**src/design/sapg_pkg.sv**
```systemverilog
// ----------------------------------------------------------------------------
// sapg_pkg
// Shared widths, command codes and constants of the stepper ramp generator.
// ----------------------------------------------------------------------------
package sapg_pkg;

	// command codes on the mode field
	localparam logic [2:0] MODE_TICK = 3'd0;
	localparam logic [2:0] MODE_ABS  = 3'd1;
	localparam logic [2:0] MODE_REL  = 3'd2;
	localparam logic [2:0] MODE_SET  = 3'd3;
	localparam logic [2:0] MODE_STOP = 3'd4;

	// configuration register indexes
	localparam logic [2:0] REG_ACCEL = 3'd0;
	localparam logic [2:0] REG_FIRST = 3'd1;
	localparam logic [2:0] REG_MIN   = 3'd2;
	localparam logic [2:0] REG_PULSE = 3'd3;
	localparam logic [2:0] REG_DINV  = 3'd4;

	// divider width: covers 2^15*1e12 and interval squared
	localparam int DIV_W = 57;
	localparam int CNT_W = 6;
	localparam logic [DIV_W-1:0] STOP_NUM = 57'd32768000000000000;
	localparam logic [39:0] C_MAX = 40'hFF_FFFF_FFFF;
	localparam logic [32:0] DIR_LEAD = 33'd10;

	typedef logic [DIV_W-1:0] div_word_t;

endpackage

```
**src/design/sapg_if.sv**
```systemverilog
// ----------------------------------------------------------------------------
// sapg_in_if / sapg_out_if
// Valid/ready channels for commands in and pin status results out.
// ----------------------------------------------------------------------------
interface sapg_in_if;
	logic               valid;
	logic               ready;
	logic [2:0]         mode;
	logic signed [31:0] value;
	modport source (output valid, mode, value, input ready);
	modport sink   (input valid, mode, value, output ready);
endinterface

interface sapg_out_if;
	logic               valid;
	logic               ready;
	logic               step_level;
	logic               dir_level;
	logic               stepped;
	logic signed [31:0] position;
	logic               busy_res;
	modport source (output valid, step_level, dir_level, stepped, position, busy_res,
		input ready);
	modport sink   (input valid, step_level, dir_level, stepped, position, busy_res,
		output ready);
endinterface

```
**src/design/stepper_accel_profile_generator_core.sv**
```systemverilog
// ----------------------------------------------------------------------------
// stepper_accel_profile_generator_core
// Step/direction generator with a trapezoidal ramp, one command or tick a beat.
// ----------------------------------------------------------------------------
// One item is handled at a time and answered with exactly one result beat.
// A tick that issues no step, set position, an unchanged move, a stop while
// stopped and an unused mode go from accept straight to the result beat. A
// step, a changed move or a stop while running runs the ramp update on one
// shared restoring divider that retires one quotient bit per cycle over 57
// bits: stop-distance needs two divisions and the interval update one. The
// stop-distance divisions are skipped when the motor is stopped or the
// interval is long. The input is not ready until the result beat is taken.
module stepper_accel_profile_generator_core
	import sapg_pkg::*;
(
	input  logic        clk,
	input  logic        arst_n,
	sapg_in_if.sink     in_ch,
	sapg_out_if.source  out_ch,
	input  logic        cfg_we,
	input  logic [2:0]  cfg_index,
	input  logic [31:0] cfg_wdata
);

	localparam logic [3:0] S_IDLE = 4'd0;
	localparam logic [3:0] S_SS   = 4'd1;
	localparam logic [3:0] S_D1ST = 4'd2;
	localparam logic [3:0] S_D1   = 4'd3;
	localparam logic [3:0] S_D2   = 4'd4;
	localparam logic [3:0] S_RET  = 4'd5;
	localparam logic [3:0] S_DEC  = 4'd6;
	localparam logic [3:0] S_D3   = 4'd7;
	localparam logic [3:0] S_OUT  = 4'd8;

	// configuration
	logic [19:0] accel_q;
	logic [31:0] first_q, min_q;
	logic [15:0] pw_q;
	logic        dinv_q;

	// motion state
	logic [3:0]         state_q;
	logic [31:0]        cur_q, tgt_q;
	logic signed [31:0] n_q;
	logic [39:0]        frac_q;
	logic               run_q;
	logic [31:0]        el_q;
	logic               dnow_q, dnext_q, pulse_q, sneg_q;
	logic               stepped_q, stopcmd_q;
	logic [30:0]        steps_q;
	logic [DIV_W-1:0]   sq_q;

	// divider
	div_word_t          dq_q, dd_q;
	logic [DIV_W:0]     dr_q;
	logic [CNT_W-1:0]   dc_q;
	logic               dstart;
	div_word_t          dstart_num, dstart_den;

	// effective (nonzero) configuration values
	logic [19:0] accel_e;
	logic [31:0] first_e, min_e;
	assign accel_e = (accel_q == '0) ? 20'd1 : accel_q;
	assign first_e = (first_q == '0) ? 32'd1 : first_q;
	assign min_e   = (min_q == '0) ? 32'd1 : min_q;

	logic [31:0] period;
	assign period = run_q ? frac_q[39:8] : 32'd0;

	// tick evaluation
	logic [31:0] el_n;
	logic        tk_dir, tk_clr, tk_step;
	always_comb begin
		el_n   = (el_q == 32'hFFFF_FFFF) ? el_q : el_q + 32'd1;
		tk_dir = 1'b0;
		tk_clr = 1'b0;
		tk_step = 1'b0;
		if (!run_q) begin
			tk_clr = pulse_q && (el_n >= {16'd0, pw_q});
		end else if ((dnext_q != dnow_q) && ({1'b0, el_n} + DIR_LEAD >= {1'b0, period})) begin
			tk_dir = 1'b1;
		end else if (pulse_q) begin
			tk_clr = el_n >= {16'd0, pw_q};
		end else if (el_n >= period) begin
			tk_step = 1'b1;
		end
	end

	// stop distance operand
	logic [28:0] ss_c;
	logic        ss_zero;
	assign ss_zero = !run_q || (frac_q > 40'h1000_0000);
	assign ss_c    = (frac_q < 40'd256) ? 29'd256 : frac_q[28:0];

	// stop command target
	logic [31:0] stop_s, stop_abs;
	assign stop_s   = {1'b0, steps_q} + 32'd1;
	assign stop_abs = sneg_q ? cur_q - stop_s : cur_q + stop_s;

	// ramp decision
	logic signed [32:0] span;
	logic [32:0]        dmag;
	logic               dpos, dneg, dge;
	logic signed [31:0] n_new, neg_steps;
	logic [33:0]        den_raw, den_mag;
	always_comb begin
		span = $signed({tgt_q[31], tgt_q}) - $signed({cur_q[31], cur_q});
		dpos = !span[32] && (span != '0);
		dneg = span[32];
		dmag = dneg ? 33'(-span) : 33'(span);
		dge  = {2'b0, steps_q} >= dmag;
		neg_steps = -$signed({1'b0, steps_q});
		n_new = n_q;
		if (dpos) begin
			if (n_q > 0) begin
				if (dge || !dnow_q) n_new = neg_steps;
			end else if (n_q < 0) begin
				if (!dge && dnow_q) n_new = -n_q;
			end
		end else if (dneg) begin
			if (n_q > 0) begin
				if (dge || dnow_q) n_new = neg_steps;
			end else if (n_q < 0) begin
				if (!dge && !dnow_q) n_new = -n_q;
			end
		end
		den_raw = {n_new, 2'b01};
		den_mag = den_raw[33] ? ~den_raw + 34'd1 : den_raw;
	end

	// interval finish after the ramp division
	logic [40:0] c_sub;
	logic [41:0] c_add;
	logic [39:0] c_new, c_min;
	always_comb begin
		c_sub = {1'b0, frac_q} - dq_q[40:0];
		c_add = {2'b0, frac_q} + dq_q[41:0];
		c_min = {min_e, 8'd0};
		if (n_q > 0) c_new = c_sub[39:0];
		else c_new = (c_add > {2'b0, C_MAX}) ? C_MAX : c_add[39:0];
		if (c_new < c_min) c_new = c_min;
	end

	logic [31:0] move_abs;
	assign move_abs = (in_ch.mode == MODE_ABS) ? in_ch.value : cur_q + in_ch.value;

	logic acc;
	assign acc = in_ch.valid && in_ch.ready;

	// divider start control
	always_comb begin
		dstart = 1'b0;
		dstart_num = STOP_NUM;
		dstart_den = sq_q;
		unique case (state_q)
			S_D1ST: dstart = 1'b1;
			S_D1: begin
				dstart = (dc_q == '0);
				dstart_num = dq_q;
				dstart_den = {37'd0, accel_e};
			end
			S_DEC: begin
				dstart = !(span == '0 && steps_q <= 31'd1) && (n_new != 0);
				dstart_num = {16'd0, frac_q, 1'b0};
				dstart_den = {23'd0, den_mag};
			end
			default: dstart = 1'b0;
		endcase
	end

	// shared restoring divider, one quotient bit a cycle
	logic [DIV_W:0] dshift;
	logic           dbit;
	assign dshift = {dr_q[DIV_W-1:0], dq_q[DIV_W-1]};
	assign dbit   = dshift >= {1'b0, dd_q};
	always_ff @(posedge clk or negedge arst_n) begin
		if (!arst_n) begin
			dc_q <= '0;
		end else if (dstart) begin
			dc_q <= CNT_W'(DIV_W);
		end else if (dc_q != '0) begin
			dc_q <= dc_q - 1'b1;
		end
	end
	always_ff @(posedge clk) begin
		if (dstart) begin
			dq_q <= dstart_num;
			dd_q <= dstart_den;
			dr_q <= '0;
		end else if (dc_q != '0) begin
			dr_q <= dbit ? dshift - {1'b0, dd_q} : dshift;
			dq_q <= {dq_q[DIV_W-2:0], dbit};
		end
	end

	// configuration writes
	always_ff @(posedge clk or negedge arst_n) begin
		if (!arst_n) begin
			accel_q <= 20'd1;
			first_q <= 32'd956008;
			min_q   <= 32'd1000000;
			pw_q    <= 16'd5;
			dinv_q  <= 1'b0;
		end else if (cfg_we) begin
			unique case (cfg_index)
				REG_ACCEL: accel_q <= cfg_wdata[19:0];
				REG_FIRST: first_q <= cfg_wdata;
				REG_MIN:   min_q   <= cfg_wdata;
				REG_PULSE: pw_q    <= cfg_wdata[15:0];
				REG_DINV:  dinv_q  <= cfg_wdata[0];
				default: ;
			endcase
		end
	end

	// sequencer
	always_ff @(posedge clk or negedge arst_n) begin
		if (!arst_n) begin
			state_q   <= S_IDLE;
			cur_q     <= '0;
			tgt_q     <= '0;
			n_q       <= '0;
			frac_q    <= '0;
			run_q     <= 1'b0;
			el_q      <= '0;
			dnow_q    <= 1'b0;
			dnext_q   <= 1'b0;
			pulse_q   <= 1'b0;
			sneg_q    <= 1'b0;
			stepped_q <= 1'b0;
			stopcmd_q <= 1'b0;
			steps_q   <= '0;
			sq_q      <= '0;
		end else begin
			unique case (state_q)
				S_IDLE: if (acc) begin
					stepped_q <= 1'b0;
					stopcmd_q <= 1'b0;
					state_q   <= S_OUT;
					unique case (in_ch.mode)
						MODE_TICK: begin
							el_q <= el_n;
							if (tk_dir) dnow_q <= dnext_q;
							if (tk_clr) pulse_q <= 1'b0;
							if (tk_step) begin
								cur_q     <= dnow_q ? cur_q + 32'd1 : cur_q - 32'd1;
								pulse_q   <= 1'b1;
								el_q      <= '0;
								stepped_q <= 1'b1;
								state_q   <= S_SS;
							end
						end
						MODE_ABS, MODE_REL: if (tgt_q != move_abs) begin
							tgt_q   <= move_abs;
							state_q <= S_SS;
						end
						MODE_SET: begin
							cur_q  <= in_ch.value;
							tgt_q  <= in_ch.value;
							n_q    <= '0;
							run_q  <= 1'b0;
							sneg_q <= 1'b0;
						end
						MODE_STOP: if (run_q) begin
							stopcmd_q <= 1'b1;
							state_q   <= S_SS;
						end
						default: ;
					endcase
				end
				S_SS: begin
					if (ss_zero) begin
						steps_q <= '0;
						state_q <= S_RET;
					end else begin
						sq_q    <= DIV_W'(ss_c * ss_c);
						state_q <= S_D1ST;
					end
				end
				S_D1ST: state_q <= S_D1;
				S_D1: if (dc_q == '0) state_q <= S_D2;
				S_D2: if (dc_q == '0) begin
					steps_q <= (dq_q > {26'd0, 31'h7FFF_FFFF}) ? 31'h7FFF_FFFF : dq_q[30:0];
					state_q <= S_RET;
				end
				S_RET: begin
					if (!stopcmd_q) begin
						state_q <= S_DEC;
					end else if (tgt_q != stop_abs) begin
						tgt_q   <= stop_abs;
						state_q <= S_DEC;
					end else begin
						state_q <= S_OUT;
					end
				end
				S_DEC: begin
					if (span == '0 && steps_q <= 31'd1) begin
						run_q   <= 1'b0;
						n_q     <= '0;
						sneg_q  <= 1'b0;
						state_q <= S_OUT;
					end else if (n_new == 0) begin
						frac_q  <= {first_e, 8'd0};
						dnext_q <= dpos;
						n_q     <= 32'sd1;
						run_q   <= 1'b1;
						sneg_q  <= !dnow_q;
						state_q <= S_OUT;
					end else begin
						n_q     <= n_new;
						state_q <= S_D3;
					end
				end
				S_D3: if (dc_q == '0) begin
					frac_q  <= c_new;
					if (n_q != 32'sh7FFF_FFFF) n_q <= n_q + 32'sd1;
					run_q   <= 1'b1;
					sneg_q  <= !dnow_q;
					state_q <= S_OUT;
				end
				S_OUT: if (out_ch.ready) state_q <= S_IDLE;
				default: state_q <= S_IDLE;
			endcase
		end
	end

	// ports
	assign in_ch.ready       = (state_q == S_IDLE);
	assign out_ch.valid      = (state_q == S_OUT);
	assign out_ch.step_level = pulse_q;
	assign out_ch.dir_level  = dnow_q ^ dinv_q;
	assign out_ch.stepped    = stepped_q;
	assign out_ch.position   = cur_q;
	assign out_ch.busy_res   = run_q || (tgt_q != cur_q) || pulse_q;

	// a running motor always has a nonzero step period
	a_run_period: assert property (@(posedge clk) disable iff (!arst_n)
		run_q |-> (frac_q[39:8] != '0)) else $error("running with zero period");

	// a step beat always shows the pulse high
	a_step_pulse: assert property (@(posedge clk) disable iff (!arst_n)
		(out_ch.valid && stepped_q) |-> pulse_q) else $error("step without pulse");

	// divider only counts inside its division states
	a_div_state: assert property (@(posedge clk) disable iff (!arst_n)
		(dc_q != '0) |-> (state_q == S_D1 || state_q == S_D2 || state_q == S_D3))
		else $error("divider busy outside division");

	// a finished result beat returns to idle
	a_out_idle: assert property (@(posedge clk) disable iff (!arst_n)
		(out_ch.valid && out_ch.ready) |=> in_ch.ready) else $error("no return to idle");

endmodule

```
**src/flat_wrapper.sv**
```systemverilog
// flat-port wrapper written by rule: the top's interface ports become plain ports
module stepper_accel_profile_generator_core_flat import sapg_pkg::*;
  (clk, arst_n, cfg_we, cfg_index, cfg_wdata, in_ch_valid, in_ch_mode, in_ch_value, in_ch_ready, out_ch_valid, out_ch_step_level, out_ch_dir_level, out_ch_stepped, out_ch_position, out_ch_busy_res, out_ch_ready);
  sapg_in_if in_ch_i ();
  sapg_out_if out_ch_i ();
  input  logic clk;
  input  logic arst_n;
  input  logic cfg_we;
  input  logic [2:0] cfg_index;
  input  logic [31:0] cfg_wdata;
  input wire logic [$bits(in_ch_i.valid)-1:0] in_ch_valid;
  input wire logic [$bits(in_ch_i.mode)-1:0] in_ch_mode;
  input wire logic [$bits(in_ch_i.value)-1:0] in_ch_value;
  output wire logic [$bits(in_ch_i.ready)-1:0] in_ch_ready;
  output wire logic [$bits(out_ch_i.valid)-1:0] out_ch_valid;
  output wire logic [$bits(out_ch_i.step_level)-1:0] out_ch_step_level;
  output wire logic [$bits(out_ch_i.dir_level)-1:0] out_ch_dir_level;
  output wire logic [$bits(out_ch_i.stepped)-1:0] out_ch_stepped;
  output wire logic [$bits(out_ch_i.position)-1:0] out_ch_position;
  output wire logic [$bits(out_ch_i.busy_res)-1:0] out_ch_busy_res;
  input wire logic [$bits(out_ch_i.ready)-1:0] out_ch_ready;
  assign in_ch_i.valid = in_ch_valid;
  assign in_ch_i.mode = in_ch_mode;
  assign in_ch_i.value = in_ch_value;
  assign in_ch_ready = in_ch_i.ready;
  assign out_ch_valid = out_ch_i.valid;
  assign out_ch_step_level = out_ch_i.step_level;
  assign out_ch_dir_level = out_ch_i.dir_level;
  assign out_ch_stepped = out_ch_i.stepped;
  assign out_ch_position = out_ch_i.position;
  assign out_ch_busy_res = out_ch_i.busy_res;
  assign out_ch_i.ready = out_ch_ready;
  stepper_accel_profile_generator_core u_core (.clk(clk), .arst_n(arst_n), .in_ch(in_ch_i), .out_ch(out_ch_i), .cfg_we(cfg_we), .cfg_index(cfg_index), .cfg_wdata(cfg_wdata));
endmodule
```
**config.mk**
```make
export PLATFORM = sky130hd
export DESIGN_NAME = stepper_accel_profile_generator_core_flat
export DESIGN_NICKNAME = d
export VERILOG_FILES = /design/src/design/sapg_pkg.sv /design/src/design/sapg_if.sv /design/src/design/stepper_accel_profile_generator_core.sv /design/src/flat_wrapper.sv
export SDC_FILE = /design/constraint.sdc
export NUM_CORES = 2
export LEC_CHECK = 0
export BUFFER_PORTS_ARGS = -buffer_cell sky130_fd_sc_hd__buf_4
export CORE_MARGIN = 2
export CORE_UTILIZATION = 47
export DETAILED_ROUTE_END_ITERATION = 12
export GPL_ROUTABILITY_DRIVEN = 1
export PLACE_DENSITY_LB_ADDON = 0.08
export SLEW_MARGIN = 20
export SYNTH_ARGS = -nofsm -noshare
export SYNTH_HDL_FRONTEND = slang
export SYNTH_SLANG_ARGS = --single-unit
```
**constraint.sdc**
```tcl
create_clock -name clk -period 12.7 [get_ports clk]
set_input_delay 0 -clock clk [delete_from_list [all_inputs] [get_ports clk]]
set_output_delay 0 -clock clk [all_outputs]
set_load 0.005 [all_outputs]
```
# --- Yosys cells after proc, flatten, opt, wreduce, memory -nomap -nowiden ---
# Index checks and enable logic that the tools add are counted.
totals:
  reg_bits: 545
op_classes:
  add_sub_neg: 18
  mul: 1
  n_lt_le_gt_ge: 13
  eq_ne: 39
  n_mux: 96
  bitwise: 4
  reduce_logical: 57
op_table:
  columns: ["cell", "count"]
  rows:
  - ["32-bit two-way mux", 29]
  - ["40-bit two-way mux", 6]
  - ["57-bit one-hot mux with 2 select lines", 2]
  - ["32-bit one-hot mux with 2 select lines", 3]
  - ["57-bit two-way mux", 3]
  - ["32-bit logical NOT", 3]
  - ["32-bit != test", 3]
  - ["32-bit one-hot mux with 3 select lines", 1]
  - ["31-bit two-way mux", 3]
  - ["40-bit one-hot mux with 2 select lines", 1]
  - ["32-bit by 1-bit adder with 32-bit output, second input constant", 2]
  - ["32-bit adder", 2]
  - ["31-bit one-hot mux with 2 select lines", 1]
  - ["58-bit by 57-bit greater-or-equal comparator with 1-bit output", 1]
  - ["57-bit by 31-bit > comparator with 1-bit output, second input constant", 1]
  - ["29-bit by 29-bit multiplier with 57-bit output", 1]
  - ["57-bit subtractor", 1]
  - ["4-bit two-way mux", 12]
  - ["40-bit by 42-bit adder with 42-bit output", 1]
  - ["42-bit by 40-bit > comparator with 1-bit output, second input constant", 1]
  - ["40-bit by 29-bit > comparator with 1-bit output, second input constant", 1]
  - ["40-bit < comparator", 1]
  - ["40-bit by 9-bit < comparator with 1-bit output, second input constant", 1]
  - ["40-bit subtractor", 1]
  - ["64 further kinds", 147]

# --- Longest topological paths before layout ---
logic_depth:
  word_depth: 16
  mapped_depth: 41
  ltp_nobuf: 40

# --- Worst setup path before layout ---
# Ideal clock, no wire load.
synth_timing:
  path_type: "reg-to-reg"
  from: "register u_core.tgt_q[0]"
  to: "register u_core.dq_q[0], enable pin"
  setup_time_ps: 506
  arrival_time_ps: 10284
  t_required_ps: 12194
  path_slack_ps: 1910
  stages_incl_launch_ff: 40
  path_buffers: 6
  synth_period_minus_slack_ps: 10790
  path_cell_list: "dfrtp_1 > clkbuf_1 > inv_1 > ha_1 > fa_1 > nand2b_1 > a211oi_2 > nor2_1 > o41ai_1 > xnor2_1 > nor4b_1 > and4_1 > nand2_1 > o21ai_0 > xor2_1 > ha_1 > a21o_1 > a21oi_1 > [... 4 more ...] > o21a_1 > and3_1 > a21boi_1 > a211oi_1 > buf_2 > o32a_1 > clkbuf_1 > inv_2 > buf_1 > ha_1 > o21ai_0 > nor4_1 > nand4_1 > nor4_4 > nand2b_1 > buf_6 > buf_4 > a31oi_1"
synth_between:
  elab_chain_cells: 16
synth_lines:
  columns: ["item", "line_no", "rtl"]
  rows:
  - ["start, declared", "stepper_accel_profile_generator_core.sv:43", "logic [31:0] cur_q, tgt_q;"]
  - ["start signal, assigned", "stepper_accel_profile_generator_core.sv:254", "tgt_q <= move_abs;"]
  - ["start signal, assigned", "stepper_accel_profile_generator_core.sv:259", "tgt_q <= in_ch.value;"]
  - ["start signal, assigned", "stepper_accel_profile_generator_core.sv:290", "tgt_q <= stop_abs;"]
  - ["32-bit by 32-bit subtractor with 33-bit output *", "stepper_accel_profile_generator_core.sv:107", "span = $signed({tgt_q[31], tgt_q}) - $signed({cur_q[31], cur_q});"]
  - ["33-bit negation", "stepper_accel_profile_generator_core.sv:110", "dmag = dneg ? 33'(-span) : 33'(span);"]
  - ["33-bit two-way mux", "stepper_accel_profile_generator_core.sv:110", null]
  - ["31-bit by 33-bit greater-or-equal comparator with 1-bit output", "stepper_accel_profile_generator_core.sv:111", "dge = {2'b0, steps_q} >= dmag;"]
  - ["1-bit logical NOT", "stepper_accel_profile_generator_core.sv:118, stepper_accel_profile_generator_core.sv:124", null]
  - ["1-bit logical AND", "stepper_accel_profile_generator_core.sv:124", "if (!dge && !dnow_q) n_new = -n_q;"]
  - ["32-bit two-way mux", "stepper_accel_profile_generator_core.sv:124", null]
  - ["32-bit two-way mux", "stepper_accel_profile_generator_core.sv:123", "end else if (n_q < 0) begin"]
  - ["32-bit two-way mux", "stepper_accel_profile_generator_core.sv:121", "if (n_q > 0) begin"]
  - ["32-bit two-way mux", "stepper_accel_profile_generator_core.sv:120", "end else if (dneg) begin"]
  - ["32-bit two-way mux", "stepper_accel_profile_generator_core.sv:114", "if (dpos) begin"]
  - ["32-bit nonzero test", "stepper_accel_profile_generator_core.sv:163", "dstart = !(span == '0 && steps_q <= 31'd1) && (n_new != 0);"]
  - ["1-bit logical AND *", "stepper_accel_profile_generator_core.sv:163", null]
  - ["1-bit one-hot mux with 3 select lines *", "stepper_accel_profile_generator_core.sv:155", "unique case (state_q)"]
  - ["2-bit != test (no source line) / 2-bit nonzero test (equally long branches)", null, null]
  - ["2-bit AND reduction (no source line) *", null, null]
  - ["end signal, assigned", "stepper_accel_profile_generator_core.sv:187", "dq_q <= dstart_num;"]
  - ["end signal, assigned", "stepper_accel_profile_generator_core.sv:192", "dq_q <= {dq_q[DIV_W-2:0], dbit};"]
  - ["end, declared", "stepper_accel_profile_generator_core.sv:54", "div_word_t dq_q, dd_q;"]
# Every way passes the cells marked *; elsewhere a longest branch is shown, timed or not.
# A chain may end at the register's enable or synchronous reset.

# --- Worst setup path after layout ---
layout_timing:
  from: "register u_core.frac_q[33]"
  to: "register u_core.sq_q[55]"
layout_between:
  elab_chain_cells: 4
layout_lines:
  columns: ["item", "line_no", "rtl"]
  rows:
  - ["start, declared", "stepper_accel_profile_generator_core.sv:45", "logic [39:0] frac_q;"]
  - ["start signal, assigned", "stepper_accel_profile_generator_core.sv:303", "frac_q <= {first_e, 8'd0};"]
  - ["start signal, assigned", "stepper_accel_profile_generator_core.sv:315", "frac_q <= c_new;"]
  - ["parallel branches: the longest is 4 deep, another holds 29-bit by 29-bit multiplier with 57-bit output", null, null]
  - ["end signal, assigned", "stepper_accel_profile_generator_core.sv:276", "sq_q <= DIV_W'(ss_c * ss_c);"]
  - ["end, declared", "stepper_accel_profile_generator_core.sv:51", "logic [DIV_W-1:0] sq_q;"]
# Parallel ways; which one is timed is not known.

==> flow_metrics.tcl <==
set metrics [dict create \
    grt_pass1_vias 62758 \
    ys_types 105 \
    num_rows 143 \
    drc_errors 0 \
    timing.hold.ws_ns 0.130 \
    setup_tns_ns 0 \
    area_delta_synth_final_pct 8.28 \
    cap_violations 0 \
    crit_top_cell "fa_1" \
    synth_nets 9989 \
    dpl.hpwl_um 196000 \
    power.density_nw_per_um2 58.5 \
    gp_congestion 0.985 \
    end_kind "flip-flop" \
    synth_top_family_by_area "adder cells" \
    setup_violations 0 \
    synth_cells 8599 \
    synth_compound_area_share_pct 17.0 \
    layout_min_cycle_time_ns 11.18 \
    cts_tree "built" \
    fin_skew_ns 0.0715 \
    critPathSlowestCell "a311oi_1" \
    drv_slew 0 \
    grt_overflow 0 \
    synthArstFlopShare_pct 68.6 \
    fin_util_pct 51.4 \
    worst-path-max-fanout 44 \
    fp.dieW_um 396 \
    synth-xor-area-share_pct 5.97 \
    syn_area_um2 72300 \
    numCtsBuffers 70 \
    synthMuxAreaShare_pct 2.87 \
    rsz0062_at_grt "false" \
    wl_um 255000 \
    root_buffer "clkbuf_16" \
    grt_max_degree 153 \
    n_fill_cell 14667 \
    finalCritPeriodShare_pct 88.0 \
    min_path_type "in2reg" \
    core_um2 152000 \
    wl_per_cell_um 24.0 \
    outcome "complete, no violations" \
    clk_pin_slew_ns 0.06 \
    tightestPinTransition_ns 1.17 \
    maxSlewHeadroom_pct 22.1 \
    peakVddDrop_mv 0.0883 \
    layout-drive-gt1-share_pct 6.18 \
    ioPinCount 113 \
    ys_seq_area_share_pct 19.3 \
    clock.fmax_ghz 0.0894 \
    hold_viol 0 \
    critPathMaxStageDelay_ns 0.79 \
    post_cts_resized 0 \
    ant_nets 0 \
    vias 63799 \
    start_util_pct 47.4 \
    avgSynthCellArea_um2 8.41 \
    place_area_um2 75000 \
    final_area_um2 78300 \
    regArea_um2 13900 \
    multi_input_area_um2 52700 \
    nets 9939 \
    clock_path_buffers 3 \
    grt_pass1_wl_um 390000 \
    grt_antenna_before_repair 16 \
    p_leak_nw 38.8 \
    track_usage_pct 32.4 \
    synth_seq_cells 544 \
    ys.flop_type "dfrtp_1" \
    crit_type "reg2reg" \
    yosysWarnings 0 \
    htreeDepth 3 \
    insertion_delay_ns 0.72 \
    synthAdderAreaFrac_pct 29.7 \
    viasPerCell 5.99 \
    drtIter0Drc 6387 \
    synth-simple-area-share_pct 17.1 \
    crit_arrival_ns 11.69 \
    dp.cells 10413 \
    cts.sinks 544 \
    firstDrtPassIters 6 \
    die_area_um2 157000 \
    portBuffers 112 \
    die_h_um 396 \
    cp_data_required_time_ns 13.21 \
    crit_path_start_kind "flip-flop" \
    synth_edf_count 114 \
    final_cells 10643 \
]
-- report_power, final --
part           leakage [nW]  switching (mW)  internal, mW
combinational          31.4           0.341         0.231
sequential             6.35          0.0817          1.87
clock                  1.12           0.884          1.18
total                  38.8            1.31          3.27
-- per-layer routing --
| metal | vias up | routed length (um) | track usage [%] | part of all wire (%) |
|---|---|---|---|---|
| met5 | - | 16 | 0 | 0.0063 |
| met4 | 2 | 10600 | 12.4 | 4.1 |
| met3 | 439 | 19900 | 4.89 | 7.8 |
| met2 | 2525 | 112000 | 50.0 | 44 |
| met1 | 31482 | 113000 | 45.9 | 44 |
| li1 | 29351 | - | - | - |
-- layout make-up --
| type | count | share of cell area (%) |
|---|---|---|
| Tap cell | 2030 | 3.24 |
| Clock buffer | 104 | 2.57 |
| Inverter | 1093 | 5.24 |
| Sequential cell | 544 | 17.8 |
| Clock inverter | 25 | 0.407 |
| Timing Repair Buffer | 318 | 3.45 |
| Antenna cell | 7 | 0.0224 |
| Multi-Input combinational cell | 6522 | 67.3 |
-- per-stage QoR --
| step | worst slack, ns | power [mW] |
|---|---|---|
| final | 1.52 | 4.58 |
| after global routing | 0.976 | 4.75 |
| after CTS | 1.60 | 4.61 |
| after detailed placement | 1.73 | 2.51 |
| after global placement | 1.87 | 2.50 |
| after floorplan | 1.91 | 2.27 |
-- repair_timing --
| item | 4_1_cts | 5_1_grt |
|---|---|---|
| buffers inserted | 0 | 0 |
| hold endpoints to repair | 282 | 0 |
| hold buffers | 93 | 0 |
| setup endpoints to repair | 0 | 0 |
-- logic make-up (layout without fill, tap and decap cells) --
| kind of cell | Yosys count | in the layout |
|---|---|---|
| xor+xnor | 491 | 491 |
| mux | 193 | 193 |
| simple gates | 2624 | 2624 |
| compound gates | 1899 | 1899 |
| fa+ha+maj | 1315 | 1315 |
| buf+inv | 1533 | 1540 |
| other cells | 0 | 7 |
| flops | 544 | 544 |
-- synth_stat cells, types with 24 or more instances --
library cell | number | area (um^2)
nor2b_1 | 57 | 357
ha_1 | 648 | 8110
fa_1 | 667 | 13400
nand3_1 | 189 | 946
nor3_1 | 186 | 931
or3_1 | 43 | 269
a22oi_1 | 27 | 203
a21oi_1 | 435 | 2180
mux2_2 | 78 | 878
o21a_1 | 49 | 368
nand2_1 | 948 | 3560
nand2b_1 | 73 | 457
nor2_1 | 597 | 2240
nand4_1 | 96 | 601
mux2_1 | 36 | 405
o311ai_0 | 47 | 412
nor4_1 | 102 | 638
o22ai_1 | 27 | 169
o2bb2ai_1 | 34 | 298
inv_1 | 1078 | 4050
o31ai_1 | 65 | 488
xnor2_1 | 314 | 2750
dfrtp_1 | 353 | 8830
o21ai_0 | 486 | 2430
nor3b_1 | 29 | 218
edfxtp_1 | 114 | 3420
and2_1 | 66 | 413
buf_1 | 43 | 161
and4_1 | 25 | 219
o21bai_1 | 60 | 450
a211oi_1 | 101 | 758
dfxtp_1 | 57 | 1140
o211ai_1 | 53 | 398
mux2i_1 | 79 | 791
clkbuf_1 | 358 | 1340
a31oi_1 | 84 | 526
a21o_1 | 169 | 1270
and3_1 | 118 | 738
xor2_1 | 176 | 1540
or4_1 | 24 | 180
-- final timing paths --
path	startpoint	cells after the start	slack [ns]	to
worst min register to register	u_core.sq_q[48]	2	0.47	u_core.sq_q[48]
min in group asynchronous	arst_n	3	0.49	u_core.min_q[16]
worst max register to register	u_core.frac_q[33]	39	1.52	u_core.sq_q[55]
worst min-delay path	cfg_wdata[28]	3	0.13	u_core.first_q[28]
max in group asynchronous	arst_n	5	10.40	u_core.out_ch.stepped
worst max-delay path	u_core.frac_q[33]	39	1.52	u_core.sq_q[55]
-- critical path, delay by kind of cell, from the launching register on --
kind / cells / cell delay [ns]
AND/OR/NAND/NOR: 10 / 2.26
XOR/XNOR: 1 / 0.14
AO/OA/AOI/OAI: 10 / 2.18
buffers and inverters: 9 / 1.60
adder cells (fa/ha/maj): 9 / 4.36
flip-flops: 1 / 0.45
-- cell usage in the layout (no fill, tap or decap), types with 53 or more instances in the layout --
master and count:
buf_4 220, mux2i_1 79, a21oi_1 435, nor2b_1 56, nor2_1 590, nor3_1 183
nand4_1 96, nand2_1 945, o21bai_1 60, nand2b_1 72, clkbuf_16 72, nor4_1 101
edfxtp_1 114, a21o_1 169, a211oi_1 101, o211ai_1 53, o31ai_1 65, o21ai_0 486
and3_1 117, xor2_1 176, inv_1 1078, nand3_1 187, and2_1 66, dfxtp_1 57
fa_1 667, dfrtp_1 353, a31oi_1 82, mux2_2 78, dlygate4sd3_1 92, ha_1 648
xnor2_1 314
-- sequential cells by signal (all words and copies together), names as in the netlist, 4 cells and up --
register and count:
u_core.dd_q 57, u_core.n_q 32, u_core.dq_q 57, u_core.first_q 32, u_core.pw_q 16, u_core.dc_q 6, u_core.steps_q 31, u_core.el_q 32
u_core.min_q 32, u_core.out_ch.position 32, u_core.state_q 4, u_core.tgt_q 32, u_core.dr_q 57, u_core.sq_q 56, u_core.frac_q 40, u_core.accel_q 20
No activity file was read; power rests on OpenSTA's default activity.
